`config.mk`:
```
export PLATFORM = sky130hd
export DESIGN_NAME = weighted_credit_scheduler
export DESIGN_NICKNAME = d
export VERILOG_FILES = /design/src/design/wcs_pkg.sv /design/src/design/wcs_divider.sv /design/src/design/weighted_credit_scheduler.sv
export SDC_FILE = /design/constraint.sdc
export NUM_CORES = 2
export LEC_CHECK = 0
export BUFFER_PORTS_ARGS = -buffer_cell sky130_fd_sc_hd__buf_2
export CORE_ASPECT_RATIO = 0.8
export CORE_MARGIN = 5
export CORE_UTILIZATION = 45
export DETAILED_ROUTE_END_ITERATION = 10
export PLACE_DENSITY_LB_ADDON = 0.08
export SLEW_MARGIN = 25
export SYNTH_ARGS = -nofsm -noshare
export SYNTH_HDL_FRONTEND = slang
export SYNTH_SLANG_ARGS = --single-unit
```
`constraint.sdc`:
```
create_clock -name clk -period 11.7 [get_ports clk]
set_input_delay 0.585 -clock clk [delete_from_list [all_inputs] [get_ports clk]]
set_output_delay 0.585 -clock clk [all_outputs]
set_load 0.005 [all_outputs]
```
`src/design/wcs_pkg.sv`:
```
// Shared types and constants of the weighted credit scheduler.
`timescale 1ns / 1ps
package wcs_pkg;
    localparam int NUM_USERS = 8;
    localparam int CREDIT_W = 32;
    localparam int WEIGHT_W = 16;
    localparam int TOTAL_W = 19;
    localparam int TICK_W = 32;
    localparam logic [TOTAL_W-1:0] TOTAL_MAX = '1;

    localparam logic [2:0] OP_SET_WEIGHT = 3'd0;
    localparam logic [2:0] OP_SET_HEAD = 3'd1;
    localparam logic [2:0] OP_INIT = 3'd2;
    localparam logic [2:0] OP_REPLENISH = 3'd3;
    localparam logic [2:0] OP_CHARGE = 3'd4;
    localparam logic [2:0] OP_COMPENSATE = 3'd5;
    localparam logic [2:0] OP_SCHEDULE = 3'd6;

    localparam logic [1:0] ST_OK = 2'd0;
    localparam logic [1:0] ST_EMPTY = 2'd1;
    localparam logic [1:0] ST_IDLE = 2'd2;
    localparam logic [1:0] ST_NOWEIGHT = 2'd3;

    localparam logic [1:0] REG_CREDIT_POOL = 2'd0;
    localparam logic [1:0] REG_PERIOD = 2'd1;
    localparam logic [1:0] REG_MODE = 2'd2;

    // Request and reply of the shared divider.
    typedef struct packed {
        logic        start;
        logic [47:0] dividend;
        logic [31:0] divisor;
    } div_req_t;

    typedef struct packed {
        logic        done;
        logic [47:0] quotient;
    } div_rsp_t;
endpackage

```
`src/design/wcs_divider.sv`:
```
// Shared restoring divider, one quotient bit per cycle.
`timescale 1ns / 1ps
module wcs_divider (
    input  logic              clk,
    input  logic              rst_n,
    input  wcs_pkg::div_req_t req,
    output wcs_pkg::div_rsp_t rsp
);
    import wcs_pkg::*;

    logic [47:0] quo_reg;
    logic [31:0] rem_reg;
    logic [31:0] dvs_reg;
    logic [5:0]  cnt_reg;
    logic        run_reg;
    logic        done_reg;
    logic [32:0] trial;

    // One shift-and-subtract step per cycle.
    assign trial = {rem_reg, quo_reg[47]};

    always_ff @(posedge clk or negedge rst_n)
    begin
        if (!rst_n)
        begin
            run_reg <= 1'b0;
            done_reg <= 1'b0;
            cnt_reg <= '0;
        end
        else
        begin
            done_reg <= 1'b0;
            if (req.start)
            begin
                run_reg <= 1'b1;
                cnt_reg <= 6'd48;
            end
            else if (run_reg)
            begin
                cnt_reg <= cnt_reg - 6'd1;
                if (cnt_reg == 6'd1)
                begin
                    run_reg <= 1'b0;
                    done_reg <= 1'b1;
                end
            end
        end
    end

    always_ff @(posedge clk)
    begin
        if (req.start)
        begin
            quo_reg <= req.dividend;
            rem_reg <= '0;
            dvs_reg <= req.divisor;
        end
        else if (run_reg)
        begin
            if (trial >= {1'b0, dvs_reg})
            begin
                rem_reg <= 32'(trial - {1'b0, dvs_reg});
                quo_reg <= {quo_reg[46:0], 1'b1};
            end
            else
            begin
                rem_reg <= trial[31:0];
                quo_reg <= {quo_reg[46:0], 1'b0};
            end
        end
    end

    assign rsp.done = done_reg;
    assign rsp.quotient = quo_reg;
endmodule

```
`src/design/weighted_credit_scheduler.sv`:
```
// Top level of the weighted credit scheduler: sequencer, user tables and register port.
//
// Usage: pulse start while busy is low with one command word (opcode and
// operands). The block raises busy and walks its user table under a small
// sequencer; one shared 48-by-32 bit serial divider serves both the credit
// shares of init and replenish and the period numbers of schedule.
// Steps: set_head, unknown opcodes, an out-of-range user and a zero weight
// total go straight to the done state; charge and compensate add one update
// step; set_weight re-sums the total one user a cycle; init and replenish run
// one 48-step division per user. Schedule runs the max-credit pass when mode
// bit 0 is set and, if that is skipped or finds no user, then either the
// work-conserving pass (mode bit 1, up to two scans) or the period pass (one
// division for now, then one per user).
// One command is in work at a time; the next is taken at the edge that takes
// the result. The result word appears on status, chosen_user and credit_out for
// one cycle with done high; the receiver cannot stall it.
// The user writes configuration over the APB port only while the block is idle; the block does not enforce it.
// Reset clears weights, credits, head valid bits and the weight total and
// restores the registers to credit pool 1000, period_length 1000, mode 1.
`timescale 1ns / 1ps
module weighted_credit_scheduler (
    input  logic        clk,
    input  logic        rst_n,
    input  logic        start,
    output logic        busy,
    input  logic [2:0]  opcode,
    input  logic [2:0]  user_index,
    input  logic [15:0] weight_value,
    input  logic        head_present,
    input  logic [31:0] head_arrival,
    input  logic signed [31:0] amount,
    input  logic [31:0] now_tick,
    output logic        done,
    output logic [1:0]  status,
    output logic [2:0]  chosen_user,
    output logic signed [31:0] credit_out,
    input  logic        psel,
    input  logic        penable,
    input  logic        pwrite,
    input  logic [3:0]  paddr,
    input  logic [31:0] pwdata,
    output logic [31:0] prdata,
    output logic        pready
);
    import wcs_pkg::*;

    localparam int UW = (NUM_USERS > 1) ? $clog2(NUM_USERS) : 1;
    localparam int CW = $clog2(NUM_USERS + 1);

    typedef enum logic [8:0] {
        S_IDLE   = 9'b000000001,
        S_SUM    = 9'b000000010,
        S_SHARE  = 9'b000000100,
        S_SHWAIT = 9'b000001000,
        S_MAXC   = 9'b000010000,
        S_NOWDIV = 9'b000100000,
        S_NOWWT  = 9'b001000000,
        S_SCAN   = 9'b010000000,
        S_DONE   = 9'b100000000
    } state_t;

    state_t state_reg;
    logic [19:0] credit_pool_reg;
    logic [31:0] period_reg;
    logic [1:0]  mode_reg;

    logic signed [31:0] credit_reg [NUM_USERS];
    logic [15:0] weight_reg [NUM_USERS];
    logic [NUM_USERS-1:0] hv_reg;
    logic [31:0] arr_reg [NUM_USERS];
    logic [TOTAL_W-1:0] total_reg;

    logic [2:0]  op_reg;
    logic [2:0]  idx_reg;
    logic signed [31:0] amt_reg;
    logic [31:0] now_reg;
    logic [CW-1:0] cnt_reg;
    logic [TOTAL_W-1:0] sum_reg;
    logic        divgo_reg;
    logic [31:0] nowp_reg;
    logic        pass_reg;  // 0 first search of this pass, 1 fallback
    logic        found_reg;
    logic        any_reg;
    logic [UW-1:0] pick_reg;
    logic signed [31:0] best_reg;
    logic [1:0]  st_reg;
    logic [2:0]  cu_reg;
    logic signed [31:0] co_reg;
    logic        done_reg;

    div_req_t dreq;
    div_rsp_t drsp;
    wcs_divider u_div (.clk(clk), .rst_n(rst_n), .req(dreq), .rsp(drsp));

    logic [UW-1:0] ui;
    logic signed [31:0] cr;
    logic [31:0] ar, parr;
    logic signed [32:0] cadd;
    logic [31:0] per;
    logic [TOTAL_W:0] sum_wide;
    logic [35:0] ic_w;
    logic hit, arrived;
    logic max_take, per_take;
    logic signed [32:0] share_sum;
    logic [31:0] share;

    assign ui = cnt_reg[UW-1:0];
    assign cr = credit_reg[ui];
    assign ar = arr_reg[ui];
    assign parr = arr_reg[pick_reg];
    assign arrived = ar <= now_reg;
    assign per = (period_reg == 32'd0) ? 32'd1 : period_reg;
    assign sum_wide = {1'b0, sum_reg} + {{(TOTAL_W-15){1'b0}}, weight_reg[ui]};
    assign ic_w = {16'd0, credit_pool_reg} * {20'd0, weight_reg[ui]};
    assign share = drsp.quotient[31:0];
    assign share_sum = {cr[31], cr} + {1'b0, share};

    // Divider request: share numerator, or the now tick or an arrival over the period.
    always_comb
    begin
        dreq.start = divgo_reg;
        dreq.dividend = {4'd0, ic_w[35:0], 8'd0};
        dreq.divisor = {{(32-TOTAL_W){1'b0}}, total_reg};
        if (op_reg == OP_SCHEDULE)
        begin
            dreq.dividend = {16'd0, (state_reg == S_NOWWT) ? now_reg : ar};
            dreq.divisor = per;
        end
    end

    // Signed add or subtract for charge and compensate, saturated.
    always_comb
    begin
        if (op_reg == OP_CHARGE)
            cadd = {credit_reg[idx_reg[UW-1:0]][31], credit_reg[idx_reg[UW-1:0]]}
                   - {amt_reg[31], amt_reg};
        else
            cadd = {credit_reg[idx_reg[UW-1:0]][31], credit_reg[idx_reg[UW-1:0]]}
                   + {amt_reg[31], amt_reg};
    end

    function automatic logic signed [31:0] sat(input logic signed [32:0] v);
        if (v[32] != v[31])
            return v[32] ? 32'sh80000000 : 32'sh7fffffff;
        return v[31:0];
    endfunction

    // Scan step hit test for the work-conserving search.
    assign hit = hv_reg[ui] && (pass_reg || arrived)
                 && (!found_reg || ar < parr);

    // Max-credit step: a larger positive credit, or an equal one that arrived earlier.
    assign max_take = hv_reg[ui] && arrived
                      && (cr > best_reg || (found_reg && cr == best_reg && ar < parr));

    // Period step: positive credit, same period as now, earliest arrival so far.
    assign per_take = hv_reg[ui] && !cr[31] && cr != 0 && share == nowp_reg
                      && (!found_reg || ar < parr);

    // Register port.
    assign pready = 1'b1;
    always_comb
    begin
        unique case (paddr[3:2])
            REG_CREDIT_POOL: prdata = {12'd0, credit_pool_reg};
            REG_PERIOD:      prdata = period_reg;
            REG_MODE:        prdata = {30'd0, mode_reg};
            default:         prdata = '0;
        endcase
    end

    always_ff @(posedge clk or negedge rst_n)
    begin
        if (!rst_n)
        begin
            credit_pool_reg <= 20'd1000;
            period_reg <= 32'd1000;
            mode_reg <= 2'd1;
        end
        else if (psel && penable && pwrite)
        begin
            unique case (paddr[3:2])
                REG_CREDIT_POOL: credit_pool_reg <= pwdata[19:0];
                REG_PERIOD:      period_reg <= pwdata;
                REG_MODE:        mode_reg <= pwdata[1:0];
                default:         ;
            endcase
        end
    end

    assign busy = (state_reg != S_IDLE);
    assign done = done_reg;
    assign status = st_reg;
    assign chosen_user = cu_reg;
    assign credit_out = co_reg;

    // Sequencer and table updates.
    always_ff @(posedge clk or negedge rst_n)
    begin
        if (!rst_n)
        begin
            state_reg <= S_IDLE;
            hv_reg <= '0;
            total_reg <= '0;
            done_reg <= 1'b0;
            divgo_reg <= 1'b0;
            op_reg <= '0;
            idx_reg <= '0;
            amt_reg <= '0;
            now_reg <= '0;
            cnt_reg <= '0;
            sum_reg <= '0;
            nowp_reg <= '0;
            pass_reg <= 1'b0;
            found_reg <= 1'b0;
            any_reg <= 1'b0;
            pick_reg <= '0;
            best_reg <= '0;
            st_reg <= ST_OK;
            cu_reg <= '0;
            co_reg <= '0;
            for (int i = 0; i < NUM_USERS; i++)
            begin
                credit_reg[i] <= '0;
                weight_reg[i] <= '0;
            end
        end
        else
        begin
            done_reg <= 1'b0;
            divgo_reg <= 1'b0;
            unique case (state_reg)
                S_IDLE:
                begin
                    if (start)
                    begin
                        op_reg <= opcode;
                        idx_reg <= user_index;
                        amt_reg <= amount;
                        now_reg <= now_tick;
                        cnt_reg <= '0;
                        sum_reg <= '0;
                        found_reg <= 1'b0;
                        any_reg <= 1'b0;
                        pass_reg <= 1'b0;
                        pick_reg <= '0;
                        best_reg <= '0;
                        st_reg <= ST_OK;
                        cu_reg <= 3'd0;
                        co_reg <= '0;
                        state_reg <= S_DONE;
                        unique case (opcode)
                            OP_SET_WEIGHT:
                            begin
                                cu_reg <= user_index;
                                if ({1'b0, user_index} < 4'(NUM_USERS))
                                begin
                                    weight_reg[user_index[UW-1:0]] <= weight_value;
                                    state_reg <= S_SUM;
                                end
                            end
                            OP_SET_HEAD:
                            begin
                                cu_reg <= user_index;
                                if ({1'b0, user_index} < 4'(NUM_USERS))
                                begin
                                    hv_reg[user_index[UW-1:0]] <= head_present;
                                    arr_reg[user_index[UW-1:0]] <= head_arrival;
                                end
                            end
                            OP_INIT, OP_REPLENISH:
                            begin
                                if (total_reg == '0)
                                    st_reg <= ST_NOWEIGHT;
                                else
                                begin
                                    divgo_reg <= 1'b1;
                                    state_reg <= S_SHARE;
                                end
                            end
                            OP_CHARGE, OP_COMPENSATE:
                            begin
                                cu_reg <= user_index;
                                if ({1'b0, user_index} < 4'(NUM_USERS))
                                    state_reg <= S_SUM;
                            end
                            OP_SCHEDULE:
                                state_reg <= mode_reg[0] ? S_MAXC : S_NOWDIV;
                            default: ;
                        endcase
                    end
                end
                S_SUM:
                begin
                    if (op_reg == OP_CHARGE || op_reg == OP_COMPENSATE)
                    begin
                        credit_reg[idx_reg[UW-1:0]] <= sat(cadd);
                        co_reg <= sat(cadd);
                        state_reg <= S_DONE;
                    end
                    else
                    begin
                        sum_reg <= sum_wide[TOTAL_W] ? TOTAL_MAX : sum_wide[TOTAL_W-1:0];
                        if (cnt_reg == CW'(NUM_USERS - 1))
                        begin
                            total_reg <= sum_wide[TOTAL_W] ? TOTAL_MAX
                                         : sum_wide[TOTAL_W-1:0];
                            state_reg <= S_DONE;
                        end
                        cnt_reg <= cnt_reg + 1'b1;
                    end
                end
                S_SHARE:
                    state_reg <= S_SHWAIT;
                S_SHWAIT:
                begin
                    if (drsp.done)
                    begin
                        if (op_reg == OP_REPLENISH && cr[31])
                            credit_reg[ui] <= sat(share_sum);
                        else
                            credit_reg[ui] <= share;
                        if (cnt_reg == CW'(NUM_USERS - 1))
                            state_reg <= S_DONE;
                        else
                        begin
                            cnt_reg <= cnt_reg + 1'b1;
                            divgo_reg <= 1'b1;
                            state_reg <= S_SHARE;
                        end
                    end
                end
                S_MAXC:
                begin
                    if (max_take)
                    begin
                        best_reg <= cr;
                        pick_reg <= ui;
                        found_reg <= 1'b1;
                    end
                    if (cnt_reg == CW'(NUM_USERS - 1))
                    begin
                        cnt_reg <= '0;
                        if (found_reg || max_take)
                        begin
                            cu_reg <= 3'(max_take ? ui : pick_reg);
                            state_reg <= S_DONE;
                        end
                        else
                        begin
                            found_reg <= 1'b0;
                            state_reg <= S_NOWDIV;
                        end
                    end
                    else
                        cnt_reg <= cnt_reg + 1'b1;
                end
                S_NOWDIV:
                begin
                    if (mode_reg[1])
                        state_reg <= S_SCAN;
                    else
                    begin
                        divgo_reg <= 1'b1;
                        state_reg <= S_NOWWT;
                    end
                end
                S_NOWWT:
                begin
                    if (drsp.done)
                    begin
                        nowp_reg <= share;
                        divgo_reg <= 1'b1;
                        state_reg <= S_SCAN;
                    end
                end
                S_SCAN:
                begin
                    if (mode_reg[1])
                    begin
                        // Work-conserving: arrived heads first, then any head.
                        if (hit)
                        begin
                            found_reg <= 1'b1;
                            pick_reg <= ui;
                        end
                        if (cnt_reg == CW'(NUM_USERS - 1))
                        begin
                            cnt_reg <= '0;
                            if (found_reg || hit)
                            begin
                                cu_reg <= 3'(hit ? ui : pick_reg);
                                state_reg <= S_DONE;
                            end
                            else if (!pass_reg)
                                pass_reg <= 1'b1;
                            else
                            begin
                                st_reg <= ST_EMPTY;
                                state_reg <= S_DONE;
                            end
                        end
                        else
                            cnt_reg <= cnt_reg + 1'b1;
                    end
                    else if (drsp.done)
                    begin
                        // Period pass: one arrival division per user.
                        if (hv_reg[ui])
                            any_reg <= 1'b1;
                        if (per_take)
                        begin
                            found_reg <= 1'b1;
                            pick_reg <= ui;
                        end
                        if (cnt_reg == CW'(NUM_USERS - 1))
                        begin
                            state_reg <= S_DONE;
                            if (found_reg || per_take)
                                cu_reg <= 3'(per_take ? ui : pick_reg);
                            else
                                st_reg <= (any_reg || hv_reg[ui]) ? ST_IDLE : ST_EMPTY;
                        end
                        else
                        begin
                            cnt_reg <= cnt_reg + 1'b1;
                            divgo_reg <= 1'b1;
                        end
                    end
                end
                S_DONE:
                begin
                    done_reg <= 1'b1;
                    state_reg <= S_IDLE;
                end
                default: state_reg <= S_IDLE;
            endcase
        end
    end
endmodule

```
# After elaboration in Yosys (flattened, before gate mapping)
# Memory sizes are Yosys's and may differ from the RTL's.
# Index checks and enable logic that the tools add are counted.
# classes
addsub	7
mul	1
reduce_logical	64
n_mux	157
n_eq_ne	52
bitwise_logic	5
order_cmp	13
# op_table
cell	count
$bwmux W256	3
$mux W256	3
$mux W32	22
$pmux W256 S2	1
$bmux W32 S3	2
$demux W32 S3	2
$bwmux W128	1
$pmux W32 S2	2
$mux W9	14
$mux W48	2
$pmux W32 S3	1
$mux W76	1
$pmux W9 S8	1
$eq A32 B32 Y1	2
$mux W19	3
$bmux W16 S3	1
$demux W16 S3	1
$mux W16	3
$mux W3	16
$mux W1	43
$pmux W19 S2	1
$mul A20 B16 Y36	1
$add A32 B32 Y33	1
$add A33 B32 Y33	1
72 further kinds	171
# word_totals
reg_bits	796
output_inout_bits	72
mem_count	1
input_bits	161
mem_bits_rw	256
# mem_list
memory	depth	width	read_ports	rd_ports_with_merged_regs	write_ports	line_no	text
arr_reg	8	32	2	0	1	weighted_credit_scheduler.sv:70	logic [31:0] arr_reg [NUM_USERS];

# Longest topological paths before layout
# depth
ltp_word	18
ltp_mapped	36

# By module
# A second synthesis with hierarchy kept.
# unflattened
cells_unflattened	6861
hier_area_um2	69854.5
# modules_own_cells
module	area_per_inst_um2	n_inst	cells_per_inst
weighted_credit_scheduler	63088.0	1	6233
wcs_divider	6766.5	1	628

# Worst setup path before layout
# No wires, ideal clock.
# synth_path
path_kind	register to register
startpoint	register cnt_reg[2]
endpoint	register u_div.quo_reg[41], data pin
t_arrival_ns	7.945
path_stages_with_launch	34
setup_time_ns	0.262
setup_slack_ns	3.493
required_ns	11.438
path_cell_list	dfrtp_1 > buf_6 > buf_6 > buf_2 > buf_2 > buf_2 > buf_2 > nor2_1 > clkbuf_1 > a221oi_1 > nand3_1 > clkbuf_1 > nand2_1 > fa_1 > fa_1 > fa_1 > inv_1 > fa_1 > fa_1 > inv_1 > fa_1 > inv_1 > ha_1 > a21o_1 > a21o_1 > or3_1 > o21ai_0 > o211ai_1 > and4_1 > o32ai_1 > o21bai_1 > a21oi_1 > xor2_1 > o2bb2ai_1
# synth_between
elab_chain_len	7
# synth_rtl
item	line_no	text
from (decl)	weighted_credit_scheduler.sv:77	logic [CW-1:0] cnt_reg;
from (signal assigned)	weighted_credit_scheduler.sv:310	cnt_reg <= cnt_reg + 1'b1;
from (signal assigned)	weighted_credit_scheduler.sv:327	cnt_reg <= cnt_reg + 1'b1;
from (signal assigned)	weighted_credit_scheduler.sv:356	cnt_reg <= cnt_reg + 1'b1;
$not A3 Y4 (implied by the code)	weighted_credit_scheduler.sv:114	assign ic_w = {16'd0, credit_pool_reg} * {20'd0, weight_reg[ui]};
$bmux W16 S3	weighted_credit_scheduler.sv:114	
$mux W16 (implied by the code) (2 in series)	weighted_credit_scheduler.sv:114	
$mul A20 B16 Y36	weighted_credit_scheduler.sv:114	
$mux W76	weighted_credit_scheduler.sv:124	if (op_reg == OP_SCHEDULE)
$mux W48	wcs_divider.sv:52	if (req.start)
to (signal assigned)	wcs_divider.sv:54	quo_reg <= req.dividend;
to (signal assigned)	wcs_divider.sv:63	quo_reg <= {quo_reg[46:0], 1'b1};
to (signal assigned)	wcs_divider.sv:68	quo_reg <= {quo_reg[46:0], 1'b0};
to (decl)	wcs_divider.sv:11	logic [47:0] quo_reg;
# No other way between the ends. The select of a mux whose other input is x is not followed.
# A chain may end at the register's enable or synchronous reset.

# Final worst setup path
# layout_path
startpoint	register cnt_reg[1]
endpoint	register u_div.quo_reg[43], data pin
# The elaborated chain is that of the path after synthesis.

==> results.md <==
- Clock skew on the completed layout was measured at approximately 0.059 ns.
- Along the worst path, the maximum fanout reaches 32.
- The critical path endpoint category is a flip-flop.
- The largest area contributor in the netlist is sky130_fd_sc_hd__dfrtp_1.
- 233 I/O pins were placed.
- The launching instance or port of the critical path is cnt_reg[1].
- The die is 447.1 µm wide.
- The commonest cells after synthesis are 878 x sky130_fd_sc_hd__nand2_1, 670 x sky130_fd_sc_hd__dfrtp_1, 452 x sky130_fd_sc_hd__nor2_1.
- The library cell contributing the largest single delay on the critical path is sky130_fd_sc_hd__a2111oi_0.
- Before antenna repair, the detailed router went through 9 iterations.
- The tool flagged a number of max-cap violations equal to 0.
- The synthesized netlist devotes under 10% of its cell area to XOR and XNOR gates.
- At the later pin of the worst-skew pair, clock insertion delay measures 0.79 ns.
- The fraction of final layout cells with drive strength greater than 1 is 15.90%.
- The first global-routing pass estimated 385300 µm of wire.
- The number of buffers inserted during clock tree synthesis is ~110.
- Setup violations remaining at the end of the flow were counted as 0.
- The initial DRC count is 6905.
- The pin count of the biggest net entering global routing is 180.
- For this design, the sink count on the clock tree is about 1100.
- For this run, the leading register cell type out of synthesis is sky130_fd_sc_hd__dfrtp_1.
- The register-to-register path setup slack is 1.84 ns.
- The placed wire-length estimate after detailed placement is 188300 µm.
- The cell chosen for the clock root is sky130_fd_sc_hd__clkbuf_16.
- Setup slack closes at 1.844 ns.
- The number of synthesized register bits is around 1100.
- In the post-synthesis netlist, the biggest area contributors are sky130_fd_sc_hd__dfrtp_1 24%, sky130_fd_sc_hd__edfxtp_1 15%, sky130_fd_sc_hd__fa_1 7.4%.
- The most prevalent standard cell on the critical path is sky130_fd_sc_hd__fa_1.
- In this run the power density over the cells is 272.5 nW/µm².
- The area enclosed by the die boundary is 160800 µm².
- The clock passes through at most 3 buffers.
- Sequential cells were found to cover between 40 and 50% of the synthesized design area.
- The total of buffers placed on input and output ports is 229.
- At the pin with the least slew margin, the transition time is 1.302 ns.
- After synthesis, the share of flip-flops with an asynchronous set or reset is 65.02%.
- The worst setup path endpoint is u_div.quo_reg[43].
- The time the worst path needs with I/O delays and setup is 9.856 ns.
- In this run the critical register-to-register path is launched from cnt_reg[1].
- For the worst setup path, the data arrival time is 10.33 ns.
- The synthesized netlist devotes roughly 17% of its cell area to compound gates.
- After clock tree synthesis, the clock-pin slew on the worst setup and hold paths is 0.07 ns.
- The post-route antenna net violation count is 0.
- The congestion estimate from routability-driven global placement came to roughly 0.99.
- The maximum clock frequency is slightly above 100 MHz.
- The largest incremental delay on the critical path is 0.81 ns.
- Yosys printed 0 warnings.
- The buffer and inverter count on the worst path is 3.
- Counting distinct cell types in the post-synthesis netlist gives 111.
- Dividing the detail-routed wire length by the instance count gives 29.14 µm.
- Across the VDD grid, the largest voltage drop is 0.0004091 V.
- The worst max-slew margin expressed relative to the limit is 12.41%.
- After Yosys synthesis, full adders, half adders and majority gates account for 13.35% of the synthesized area.
- The number of nets produced by synthesis is 7480.
- Summed over all failing endpoints, the final setup total negative slack is 0 ns.
- In this design, the largest share of critical-path delay is due to adder cells.
- The detailed-route wire length is between 200000 and 300000 µm.
- Of the post-synthesis cell area, the part taken by muxes is 8.867%.
- The number of vias per cell is about 6.3.
- The critical path is of the flip-flop to flip-flop type.
- The post-CTS resize count is 0.
- The die height is between 300 and 400 µm.
- The via count of the first global-routing pass was 55650.
- In this run the number of cells on the critical path is 26.
- The count of final max-slew check failures is 0.
- In this run the cell area measured after placement is 72660 µm².
- The worst hold slack after final layout is a little over 0.06 ns.
- The final clock period utilization by the worst path is around 84%.
- After synthesis, the largest area contributor takes up 24.37% of total cell area.
- Once the floorplan was initialized, standard cells occupied between 40% and 50% of the core.
- The most frequent cell after synthesis is sky130_fd_sc_hd__nand2_1.
- For this run, the total global-route usage over all layers was measured as 32.18%.
- The final instance area is ~77000 µm².
- The count of flip-flops with a built-in enable after synthesis is 336.
- Relative to the synthesized area, the layout overhead comes to 11.94%.
- The TritonCTS clock tree is yes.
- The kind of start point of the critical path is a flip-flop.
- For this design the static power due to leakage is 33.39 nW.
- The reg-to-reg critical path endpoint is u_div.quo_reg[43].
- Setup repair after global routing left no endpoint under its margin.
- The flow ran to the end, and the final reports show no timing, DRC or antenna violations.
- The post-placement setup slack is 2.060 ns.
- Counting cells, the worst reg-to-reg path comes to 26.
- The total global routing overflow is 0.
- The number of instances in the synthesized netlist is slightly below 7000.
- After detailed routing, the number of remaining DRC violations is 0.
- The H-tree was split into 3 levels.
- The type of the worst min-delay path is input pin to flip-flop.
- The total via count in the routed design is around 57000.
- The start point of the worst min-delay path is amount[29].
- The post-synthesis instance area is 68790 µm².
- The number of failing hold endpoints at the final stage is 0.
- The count of standard-cell rows is about 130.
- For the worst setup path, the data required time is 12.17 ns.
- The floorplan step defined a core boundary enclosing 152100 µm².
- At the end of the flow, the number of nets in the layout was 7656.
- The mean post-synth cell area is just over 10 µm².
- The number of antenna violations at the first check in global routing is 32.
- The combinational family with the most area after synthesis is compound AO/OA/AOI/OAI gates.
- The simple-gate share of the synthesized area is 12.91%.
- The worst hold path depth is 3.
## metrics by stage
step           power (W)  cells  utilization, %
2_1_floorplan    0.01234   6745               -
3_3_place_gp     0.01677   8778           47.69
3_5_place_dp     0.01687   8779           47.75
4_1_cts          0.02065   9034           50.53
5_1_grt          0.02198   9043           50.59
6_report         0.02098   9053           50.61
## what timing repair did
item	CTS	global route
endpoints found under the hold margin	75	0
buffers inserted	0	0
hold buffers	42	0
## layout by cell type (no fill, tap or decap), types with 72 or more instances in the layout
master	n
sky130_fd_sc_hd__a21o_1	89
sky130_fd_sc_hd__o21ai_0	312
sky130_fd_sc_hd__nor2_1	420
sky130_fd_sc_hd__mux4_2	96
sky130_fd_sc_hd__ha_1	320
sky130_fd_sc_hd__a21oi_1	266
sky130_fd_sc_hd__clkbuf_16	114
sky130_fd_sc_hd__edfxtp_1	336
sky130_fd_sc_hd__mux2i_1	102
sky130_fd_sc_hd__nand2_1	874
sky130_fd_sc_hd__buf_4	174
sky130_fd_sc_hd__nor2b_1	81
sky130_fd_sc_hd__a22oi_1	199
sky130_fd_sc_hd__o221ai_1	112
sky130_fd_sc_hd__inv_1	437
sky130_fd_sc_hd__mux2_2	258
sky130_fd_sc_hd__buf_2	228
sky130_fd_sc_hd__fa_1	254
sky130_fd_sc_hd__dfrtp_1	662
sky130_fd_sc_hd__a221o_1	72
sky130_fd_sc_hd__and2_1	127
sky130_fd_sc_hd__xor2_1	103
sky130_fd_sc_hd__o22ai_1	117
sky130_fd_sc_hd__xnor2_1	85
## how the worst min path moves through the flow
| stage | endpoint | slack, ns |
|---|---|---|
| floorplan | amt_reg[0] | 0.29 |
| global placement | credit_out[18] | 0.46 |
| detailed placement | credit_out[18] | 0.47 |
| CTS | period_reg[24] | 0.00003 |
| global route | period_reg[8] | 0.02 |
| finish | amt_reg[29] | 0.06 |
## worst reg2reg max path, cell delays in order, from the launching register on
cell,delay [ns]
sky130_fd_sc_hd__dfrtp_4,0.74
sky130_fd_sc_hd__or2_2,0.73
sky130_fd_sc_hd__nor2_4,0.32
sky130_fd_sc_hd__a22o_1,0.28
sky130_fd_sc_hd__a221oi_1,0.21
sky130_fd_sc_hd__nand3_1,0.50
sky130_fd_sc_hd__buf_4,0.41
sky130_fd_sc_hd__and2_1,0.19
sky130_fd_sc_hd__fa_1,0.50
sky130_fd_sc_hd__fa_1,0.55
sky130_fd_sc_hd__ha_1,0.14
sky130_fd_sc_hd__inv_1,0.04
sky130_fd_sc_hd__fa_1,0.47
sky130_fd_sc_hd__inv_1,0.05
sky130_fd_sc_hd__fa_1,0.55
sky130_fd_sc_hd__fa_1,0.41
sky130_fd_sc_hd__ha_1,0.23
sky130_fd_sc_hd__or3_1,0.44
sky130_fd_sc_hd__o21bai_1,0.21
sky130_fd_sc_hd__a2111oi_0,0.81
sky130_fd_sc_hd__o211ai_1,0.26
sky130_fd_sc_hd__and4_1,0.30
sky130_fd_sc_hd__o32ai_1,0.60
sky130_fd_sc_hd__a21oi_1,0.16
sky130_fd_sc_hd__nor2_1,0.14
sky130_fd_sc_hd__xnor2_1,0.18
sky130_fd_sc_hd__o31ai_1,0.09
## per-layer routing
metal,vias to the layer above,wire length [µm],global-route usage [%]
li1,24900,-,-
met1,28560,115900,47.40
met2,2842,108100,44.87
met3,567,29490,10.13
met4,24,10080,10.62
met5,-,211,0
## report_power, final
group / switching, W / internal (W) / leakage (nW)
combinational: 0.00839 / 0.00362 / 18.9
clock: 0.00162 / 0.00209 / 1.86
sequential: 0.000733 / 0.00453 / 12.6
## cell families after synthesis
kind of cell             Yosys count
AND/OR/NAND/NOR                 1948
buffers and inverters            830
other                              1
XOR/XNOR                         198
flip-flops                      1052
adder cells (fa/ha/maj)          583
AO/OA/AOI/OAI                   1676
multiplexers                     457
## final cells by class
| class | instances | area [µm²] |
|---|---|---|
| fillers | 13970 | 75140 |
| multi-input cells | 4863 | 38100 |
| flip-flops and latches | 1052 | 27890 |
| clock buffers | 160 | 3199 |
| repair buffers | 450 | 2998 |
| well taps | 2015 | 2521 |
| inverters | 442 | 1662 |
| clock inverters | 53 | 595.6 |
| diodes | 18 | 45.04 |
Power figures use the tool's default switching activity.
